### src/sv/epq_pkg.sv
// ----------------------------------------------------------------------------
// epq_pkg
// Shared types and codes of the event priority queue: beat layouts, mode and
// status codes, the stored entry and the control word sent to every cell.
// ----------------------------------------------------------------------------
package epq_pkg;

    // width of the count fields reported in a result beat
    localparam int unsigned CNT_OUT_W = 5;

    typedef enum logic [1:0] {
        MD_SCHED    = 2'd0,
        MD_DEL_ID   = 2'd1,
        MD_DEL_NAME = 2'd2,
        MD_POP      = 2'd3
    } t_mode;

    typedef enum logic [1:0] {
        ST_OK    = 2'd0,
        ST_FULL  = 2'd1,
        ST_PAST  = 2'd2,
        ST_EMPTY = 2'd3
    } t_status;

    typedef struct packed {
        t_mode              mode;
        logic [15:0]        event_id;
        logic [15:0]        name_tag;
        logic [63:0]        event_tick;
        logic signed [7:0]  event_priority;
    } t_in_beat;

    typedef struct packed {
        t_status                status;
        logic                   popped_valid;
        logic [15:0]            popped_id;
        logic [15:0]            popped_name;
        logic [63:0]            popped_tick;
        logic signed [7:0]      popped_priority;
        logic [CNT_OUT_W-1:0]   removed_count;
        logic [63:0]            current_tick;
        logic [CNT_OUT_W-1:0]   entry_count;
        logic                   queue_empty;
    } t_out_beat;

    // one stored event
    typedef struct packed {
        logic [63:0]        tick;
        logic signed [7:0]  prio;
        logic [15:0]        id;
        logic [15:0]        name;
    } t_entry;

    // control word broadcast to all cells
    typedef struct packed {
        logic        ins;       // insert the new entry in sorted place
        logic        shl;       // shift entries left from the first hit on
        logic        head;      // hit starts at the head (pop)
        logic        by_name;   // match on name tag instead of id
        logic [15:0] key;
        t_entry      ent;
    } t_cell_ctl;

endpackage

### src/sv/epq_cell.sv
// ----------------------------------------------------------------------------
// epq_cell
// One slot of the sorted event chain. Takes the new entry or its left
// neighbor on insert, and its right neighbor when a removal passes it.
// ----------------------------------------------------------------------------
module epq_cell (
    input  logic               i_clk,
    input  logic               i_rst_n,
    input  epq_pkg::t_cell_ctl i_ctl,
    input  logic               i_lft_vld,
    input  epq_pkg::t_entry    i_lft_ent,
    input  logic               i_lft_before,
    input  logic               i_rgt_vld,
    input  epq_pkg::t_entry    i_rgt_ent,
    input  logic               i_hit,
    output logic               o_before,
    output logic               o_hit,
    output logic               o_vld,
    output epq_pkg::t_entry    o_ent
);
    import epq_pkg::*;

    logic   r_vld;
    logic   n_vld;
    t_entry r_ent;
    t_entry n_ent;
    logic   w_match;

    // new entry goes ahead of this slot: empty, later tick, or same tick and not higher priority
    assign o_before = !r_vld
                   || (r_ent.tick > i_ctl.ent.tick)
                   || ((r_ent.tick == i_ctl.ent.tick) && (r_ent.prio <= i_ctl.ent.prio));

    // key match, rippled to the right as a hit-seen flag
    assign w_match = r_vld && !i_ctl.head
                  && (i_ctl.by_name ? (r_ent.name == i_ctl.key) : (r_ent.id == i_ctl.key));
    assign o_hit   = i_hit || w_match;

    // next slot contents
    always_comb begin
        n_vld = r_vld;
        n_ent = r_ent;
        if (i_ctl.ins && o_before) begin
            if (i_lft_before) begin
                n_vld = i_lft_vld;
                n_ent = i_lft_ent;
            end else begin
                n_vld = 1'b1;
                n_ent = i_ctl.ent;
            end
        end else if (i_ctl.shl && o_hit) begin
            n_vld = i_rgt_vld;
            n_ent = i_rgt_ent;
        end
    end

    // valid bit
    always_ff @(posedge i_clk) begin
        if (!i_rst_n) begin
            r_vld <= 1'b0;
        end else begin
            r_vld <= n_vld;
        end
    end

    // entry payload
    always_ff @(posedge i_clk) begin
        r_ent <= n_ent;
    end

    assign o_vld = r_vld;
    assign o_ent = r_ent;

endmodule

### config.mk
export PLATFORM = sky130hd
export DESIGN_NAME = epq_cell
export DESIGN_NICKNAME = d
export VERILOG_FILES = /design/src/sv/epq_pkg.sv /design/src/sv/epq_cell.sv
export SDC_FILE = /design/constraint.sdc
export NUM_CORES = 1
export LEC_CHECK = 0
export BUFFER_PORTS_ARGS = -buffer_cell sky130_fd_sc_hd__buf_4
export CAP_MARGIN = 30
export CORE_AREA = 3 3 173 175
export CTS_CLUSTER_DIAMETER = 30
export DETAILED_ROUTE_END_ITERATION = 8
export DIE_AREA = 0 0 176 178
export SLEW_MARGIN = 40
export SYNTH_ARGS = -nofsm -noshare
export SYNTH_HDL_FRONTEND = slang
export SYNTH_SLANG_ARGS = --single-unit
### constraint.sdc
create_clock -name i_clk -period 8.6 [get_ports i_clk]
set_input_delay 0.86 -clock i_clk [delete_from_list [all_inputs] [get_ports i_clk]]
set_output_delay 0.86 -clock i_clk [all_outputs]
set_load 0.005 [all_outputs]
==> reports/results.ini, run 1 <==
[setup_path]
crit_slowest_cell=buf_4
critPathKind=in -> reg
crit_chain=buf_4 -> inv_1 -> ha_1 -> nand2_1 -> nor4_1 -> nand4_1 -> a31o_2 -> nand4_1 -> a221o_4 -> a21o_4 -> buf_4
end_kind=flop
arrival_ps=4660
max_stage_delay_ps=740
critical_path.max_fanout=57
required_ps=8580
startpoint_type=primary input
ff2ff_setup_slack_ps=4090

[layout]
layout_commonest_cell=buf_4
final_nets=1716
drive_above_1_share_pct=39.4
layout_common_cells=448 x buf_4, 120 x mux2i_1, 111 x nor2_1
areaGrowthSynthToFinish_pct=43.9
fillers=2775
diodes=0
stdcell_area_mm2=0.0129

[synth]
syn-cell-area_mm2=0.00899
synth_area_leaders=edfxtp_1 35%, mux2i_1 13%, ha_1 10%
synth_nets=1313
yosysSeqAreaShare_pct=35.0
ys_types=44
synthMuxAreaShare_pct=13.4
synth_compound_area_share_pct=17.9
netlist.area_leader.share_pct=34.7
synth-adder-area-share_pct=10.0
ys_seq_elements=105
synth_top_family_by_area=compound AO/OA/AOI/OAI gates
synthSimpleGateAreaFrac_pct=16.1
ys_warn_count=0
postSynthCellCount=903
synth-xor-area-share_pct=1.56
yosys.area.top_type=edfxtp_1
synth.avg_cell_area_um2=9.96

[clock_tree]
htree_levels=3
cts_setup_buffers=0
clock_latency_ps=360
clk_path_buf_depth=2
cts_resized=0
cts-root-buf=clkbuf_16
hold_buffers=0
clock-sinks=105
cts_tree=built
cts_made_buffers=9
clk_pin_slew_ps=70

[floorplanning]
core_area_mm2=0.0286
die_area_mm2=0.0313
die_h_um=178
initial_core_util_pct=31.4
pin_count=445
fp-row-count=62
fp.dieW_um=176

[drt]
drc=0
wl_per_cell_um=20.3
detail-route-antenna-nets=0
drt_iter0_drc=526
viasPerCell=5.06
drt-total-wl_mm=34.4
dr.pass1.iters=4
num_vias=8571

[placed_design]
routabilityCongestion=0.840
numPortBuffers=444
place_area_mm2=0.0126
dp_hpwl_mm=27.0

[worst_hold_path]
hold_path.class=in -> reg

[run]
maxCapViolations=0

[global_route]
grt_pass1_wl_mm=50.6
grt_max_degree=76
grt_usage_pct=20.9
antenna_found_initial=0
grt-ovfl-total=0
grt_pass1_vias=8710

[timing]
setup_viol=0
finalCritPeriodShare_pct=54.5
setup_tns_ps=0
slew_viol_final=0
fin_crit_ps=4690
tightest_slew_ps=788
slew_headroom_pct=47.4
rsz0062_at_grt=false
fin_worst_skew_ps=16.4
fmax_ghz=0.213
final-hold-violation-count=0

[status]
status=finished clean

[power_and_ir_drop]
p_leak_nw=6.03
vdd_drop_max_v=0.000115
power.density_mw_per_mm2=158

-- metal layers --
| layer | up-vias | global-route usage, % | share of wire, % |
|---|---|---|---|
| li1 | 4163 | - | - |
| met5 | - | 0 | 0 |
| met3 | 32 | 3.92 | 6.0 |
| met2 | 295 | 36.7 | 50 |
| met4 | 0 | 5.44 | 1.7 |
| met1 | 4081 | 26.3 | 42 |
-- report_power, final --
part           leakage, nW  switching (W)  internal, W
sequential            1.04      0.0000715     0.000698
combinational         4.86       0.000433     0.000414
clock                0.132       0.000202     0.000225
total                 6.03       0.000706      0.00134
-- kinds of logic after synthesis --
| logic type | count (synthesis) |
|---|---|
| mux | 120 |
| flops | 105 |
| xor+xnor | 16 |
| buf+inv | 134 |
| fa+ha+maj | 72 |
| compound gates | 176 |
| simple gates | 280 |
-- state kept, by name (all words and copies together), names as in the netlist --
register  count
o_ent       104
o_vld         1
-- synth_stat cells (all sizes together) --
cell type  instances
o211ai             4
buf               20
inv               74
mux2i            120
nor2             113
o31ai              2
a211oi             3
a21oi             32
nor3               5
o2bb2ai            1
nand4             16
a31oi              2
edfxtp           104
a41o               1
nor2b            107
nand2b             1
o21ai             11
ha                72
a221oi           104
a21boi             1
and4               3
a31o               1
a21o               4
o221ai             1
and4bb             1
a221o              1
or3b               1
xnor2              2
o311a              1
dfxtp              1
xor2              14
nor4               2
o21a               5
clkbuf            40
nand3              6
nand3b             3
a211o              2
nand2             22
-- layout make-up --
type / instances / area, um2 / share of cell area [%]
Clock buffer: 10 / 229 / 1.77
Inverter: 74 / 278 / 2.15
Tap cell: 384 / 480 / 3.72
Timing Repair Buffer: 452 / 3410 / 26.4
Sequential cell: 105 / 3150 / 24.3
Clock inverter: 5 / 57.6 / 0.445
Multi-Input combinational cell: 664 / 5330 / 41.2
-- worst max-delay path, delay by kind of cell --
kind	cells	cell delay (ps)
compound gates	3	1490
simple gates	4	1080
buf+inv	3	850
fa+ha+maj	1	280
-- worst paths after layout --
check,to,from,cells past startpoint
worst min-delay path,o_vld,i_rgt_vld,2
worst max-delay path,o_ent[75],i_ctl[79],11
worst max register to register,o_ent[75],o_ent[77],9
worst min register to register,o_ent[87],o_vld,2
-- stage by stage --
stage | setup WS, ps | instances | hold slack, ps | util (%) | total power [W]
3_5_place_dp | 3470 | 1679 | 983 | 44.2 | 0.00164
3_3_place_gp | 3540 | 1679 | 981 | 44.1 | 0.00163
5_1_grt | 3610 | 1694 | 783 | 45.2 | 0.00217
4_1_cts | 3850 | 1694 | 758 | 45.2 | 0.00207
6_report | 3910 | 1694 | 774 | 45.2 | 0.00204
2_1_floorplan | 3290 | 903 | 895 | - | 0.00121
No activity file was read; power rests on OpenSTA's default activity.
==> run 2: changes to the inputs <==
--- a/config.mk
+++ b/config.mk
@@ -5,12 +5,13 @@
 export SDC_FILE = /design/constraint.sdc
 export NUM_CORES = 1
 export LEC_CHECK = 0
+export ABC_AREA = 1
 export BUFFER_PORTS_ARGS = -buffer_cell sky130_fd_sc_hd__buf_4
 export CAP_MARGIN = 30
-export CORE_AREA = 3 3 173 175
+export CORE_AREA = 3 3 171 173
 export CTS_CLUSTER_DIAMETER = 30
 export DETAILED_ROUTE_END_ITERATION = 8
-export DIE_AREA = 0 0 176 178
+export DIE_AREA = 0 0 174 176
 export SLEW_MARGIN = 40
 export SYNTH_ARGS = -nofsm -noshare
 export SYNTH_HDL_FRONTEND = slang
==> constraint.sdc (replaced) <==
create_clock -name i_clk -period 4.9 [get_ports i_clk]
set_input_delay 0.49 -clock i_clk [delete_from_list [all_inputs] [get_ports i_clk]]
set_output_delay 0.49 -clock i_clk [all_outputs]
set_load 0.005 [all_outputs]
==> run 2 against run 1 <==
Clock-buffer cell count fell by 1; clock skew decreased by 2.0 ps; sequential power rose by 59%; critical path type is now reg -> reg.
==> reports/results.ini, run 2 <==
[global_route]
grt_pass1_wl_mm=46.7  ; -7.9%
antenna_found_initial=1  ; +1
grt_pass1_vias=8286  ; -4.9%
grt_usage_pct=19.5  ; -1.4 points
grt-ovfl-total=0  ; unchanged
grt_max_degree=123  ; +62%

[setup_path]
end_kind=flop
setup.worst_path.start=o_ent[86]
crit_family=simple AND/OR/NAND/NOR gates
crit_slowest_cell=buf_4
critPathBufInv=2  ; -1
worstSetupEndpoint=o_ent[32]
cp_common_cell=nand2_1
r2r-end=o_ent[32]
critPathKind=reg -> reg
critical_path.max_fanout=69  ; +21%
required_ps=5110  ; -3470 ps
ff2ff_path_depth=14  ; +5
startpoint_type=flop
r2r-start=o_ent[86]
crit_chain=ha_1 -> nand2_1 -> nor2_1 -> nand4_1 -> nor2_1 -> nand3_1 -> nor2_2 -> inv_2 -> nand2_2 -> nand2_4 -> nand2_4 -> buf_4 -> nand2_1 -> nand2_1
crit_cells=14  ; +3
max_stage_delay_ps=710  ; -30 ps
arrival_ps=3720  ; -940 ps
ff2ff_setup_slack_ps=1390  ; -2700 ps

[synth]
synth_nets=1434  ; +9.2%
ys_warn_count=0  ; unchanged
yosysSeqAreaShare_pct=37.5  ; +2.5 points
ys_seq_elements=105  ; unchanged
yosys.area.top_type=edfxtp_1
yosysMostFrequentCell=nand2_1
netlist.area_leader.share_pct=37.3  ; +2.5 points
synth_area_leaders=edfxtp_1 37%, nand2_1 18%, ha_1 11%
ys_types=32  ; -27%
syn-cell-area_mm2=0.00838  ; -6.8%
synth_common_cells=399 x nand2_1, 120 x inv_1, 104 x edfxtp_1, 72 x ha_1, 60 x o211ai_2
synthArstFlopShare_pct=0  ; unchanged
ys.flop_type=edfxtp_1
postSynthCellCount=1024  ; +13%
synth.avg_cell_area_um2=8.18  ; -18%
synth_edf_count=104  ; unchanged

[power_and_ir_drop]
p_leak_nw=6.28  ; +4.2%
vdd_drop_max_v=0.000108  ; -5.6%
totalPowerFinal_w=0.00298  ; +46%
power.density_mw_per_mm2=243  ; +54%

[timing]
fmax_ghz=0.285
tightest_slew_ps=855  ; +66.3 ps
fin_ws_ps=1390  ; -2520 ps
setup_tns_ps=0  ; unchanged
slew_headroom_pct=43.0  ; -4.4 points
setup_viol=0  ; unchanged
slew_viol_final=0  ; unchanged
fin_crit_ps=3510
final-hold-violation-count=0  ; unchanged
finalCritPeriodShare_pct=71.6
fin_worst_skew_ps=14.5  ; -1.96 ps
rsz0062_at_grt=false

[drt]
viasPerCell=4.59  ; -9.2%
drt_iter0_drc=313  ; -40%
drt-total-wl_mm=31.5  ; -8.4%
num_vias=8357  ; -2.5%
drc=0  ; unchanged
detail-route-antenna-nets=0  ; unchanged
dr.pass1.iters=5  ; +1
wl_per_cell_um=17.3  ; -15%

[floorplanning]
initial_core_util_pct=30.2  ; -1.2 points
core_area_mm2=0.0278  ; -2.9%
die_h_um=176  ; -1.1%
die_area_mm2=0.0306  ; -2.2%
fp-row-count=61  ; -1.6%
pin_count=445  ; unchanged
fp.dieW_um=174  ; -1.1%

[clock_tree]
htree_levels=3  ; unchanged
clk_path_buf_depth=2  ; unchanged
cts-root-buf=clkbuf_16
cts_made_buffers=9  ; unchanged
hold_buffers=0  ; unchanged
clock-sinks=105  ; unchanged
cts_tree=built
cts_resized=0  ; unchanged
cts_setup_buffers=0  ; unchanged
clk_pin_slew_ps=70  ; about the same
clock_latency_ps=350  ; about the same

[worst_hold_path]
hold_path.class=in -> reg

[layout]
diodes=0  ; unchanged
largest_reg_flops=104  ; unchanged
layout_common_cells=449 x buf_4, 398 x nand2_1, 119 x inv_1
final_nets=1847  ; +7.6%
drive_above_1_share_pct=40.2  ; +0.76 points
areaGrowthSynthToFinish_pct=45.9
fillers=2868  ; +3.4%
final_cell_count_no_fill=1820  ; +7.4%
layout_commonest_cell=buf_4

[placed_design]
numPortBuffers=444  ; unchanged
dp_cells=1804  ; +7.4%
dp_hpwl_mm=25.5  ; -5.7%
routabilityCongestion=0.859  ; +2.3%
pre_cts_ws_ps=1140  ; -2330 ps

[run]
maxCapViolations=0  ; unchanged

[status]
status=finished clean

[run 2: cell families after synthesis]
kind of cell | count (synthesis) | share of synthesized area [%]
compound gates | 169 | 17.3
xor+xnor | 3 | 0.314
buf+inv | 172 | 9.44
fa+ha+maj | 72 | 10.7
flops | 105 | 37.5
simple gates | 503 | 24.7
[run 2: tightest hold or removal path, stage by stage]
cell and delay (ps):
buf_4 110, inv_1 50, a21oi_1 30
[run 2: metrics by stage]
step | hold slack [ps] | instance area, um2 | util (%)
6_report | 382 | 12200 | 44.0
5_1_grt | 362 | 12200 | 44.0
4_1_cts | 357 | 12200 | 44.0
3_5_place_dp | 588 | 12000 | 43.0
3_3_place_gp | 591 | 12000 | 43.0
2_1_floorplan | 493 | 8380 | -
[run 2: area by class of cell]
type | instances | area, um2 | share of cell area, %
Clock buffer | 9 | 225 | 1.84
Tap cell | 378 | 473 | 3.87
Sequential cell | 105 | 3140 | 25.7
Clock inverter | 7 | 46.3 | 0.379
Timing Repair Buffer | 451 | 3410 | 27.9
Inverter | 123 | 472 | 3.86
Multi-Input combinational cell | 747 | 4450 | 36.4
[run 2: worst min-delay path by stage]
stage	from	endpoint	slack [ps]	depth (start not counted)
finish	i_rst_n	o_vld	380	3
floorplan	o_vld	o_vld	490	2
detailed placement	o_vld	o_vld	590	2
global placement	o_vld	o_vld	590	2
global route	i_rst_n	o_vld	360	3
CTS	i_rst_n	o_vld	360	3
[run 2: metal layers]
| layer | share of wire [%] | global-route usage, % | vias up |
|---|---|---|---|
| met5 | 0.035 | 0 | - |
| li1 | - | - | 4229 |
| met1 | 41 | 23.7 | 3765 |
| met4 | 2.7 | 6.30 | 2 |
| met3 | 7.3 | 4.86 | 40 |
| met2 | 49 | 33.9 | 321 |
[run 2: report_power, final]
| group | switching, W | total [W] | internal, W |
|---|---|---|---|
| registers | 0.0000747 | 0.00122 | 0.00115 |
| clock network | 0.000343 | 0.000688 | 0.000345 |
| logic | 0.000543 | 0.00107 | 0.000524 |
| total | 0.000961 | 0.00298 | 0.00201 |
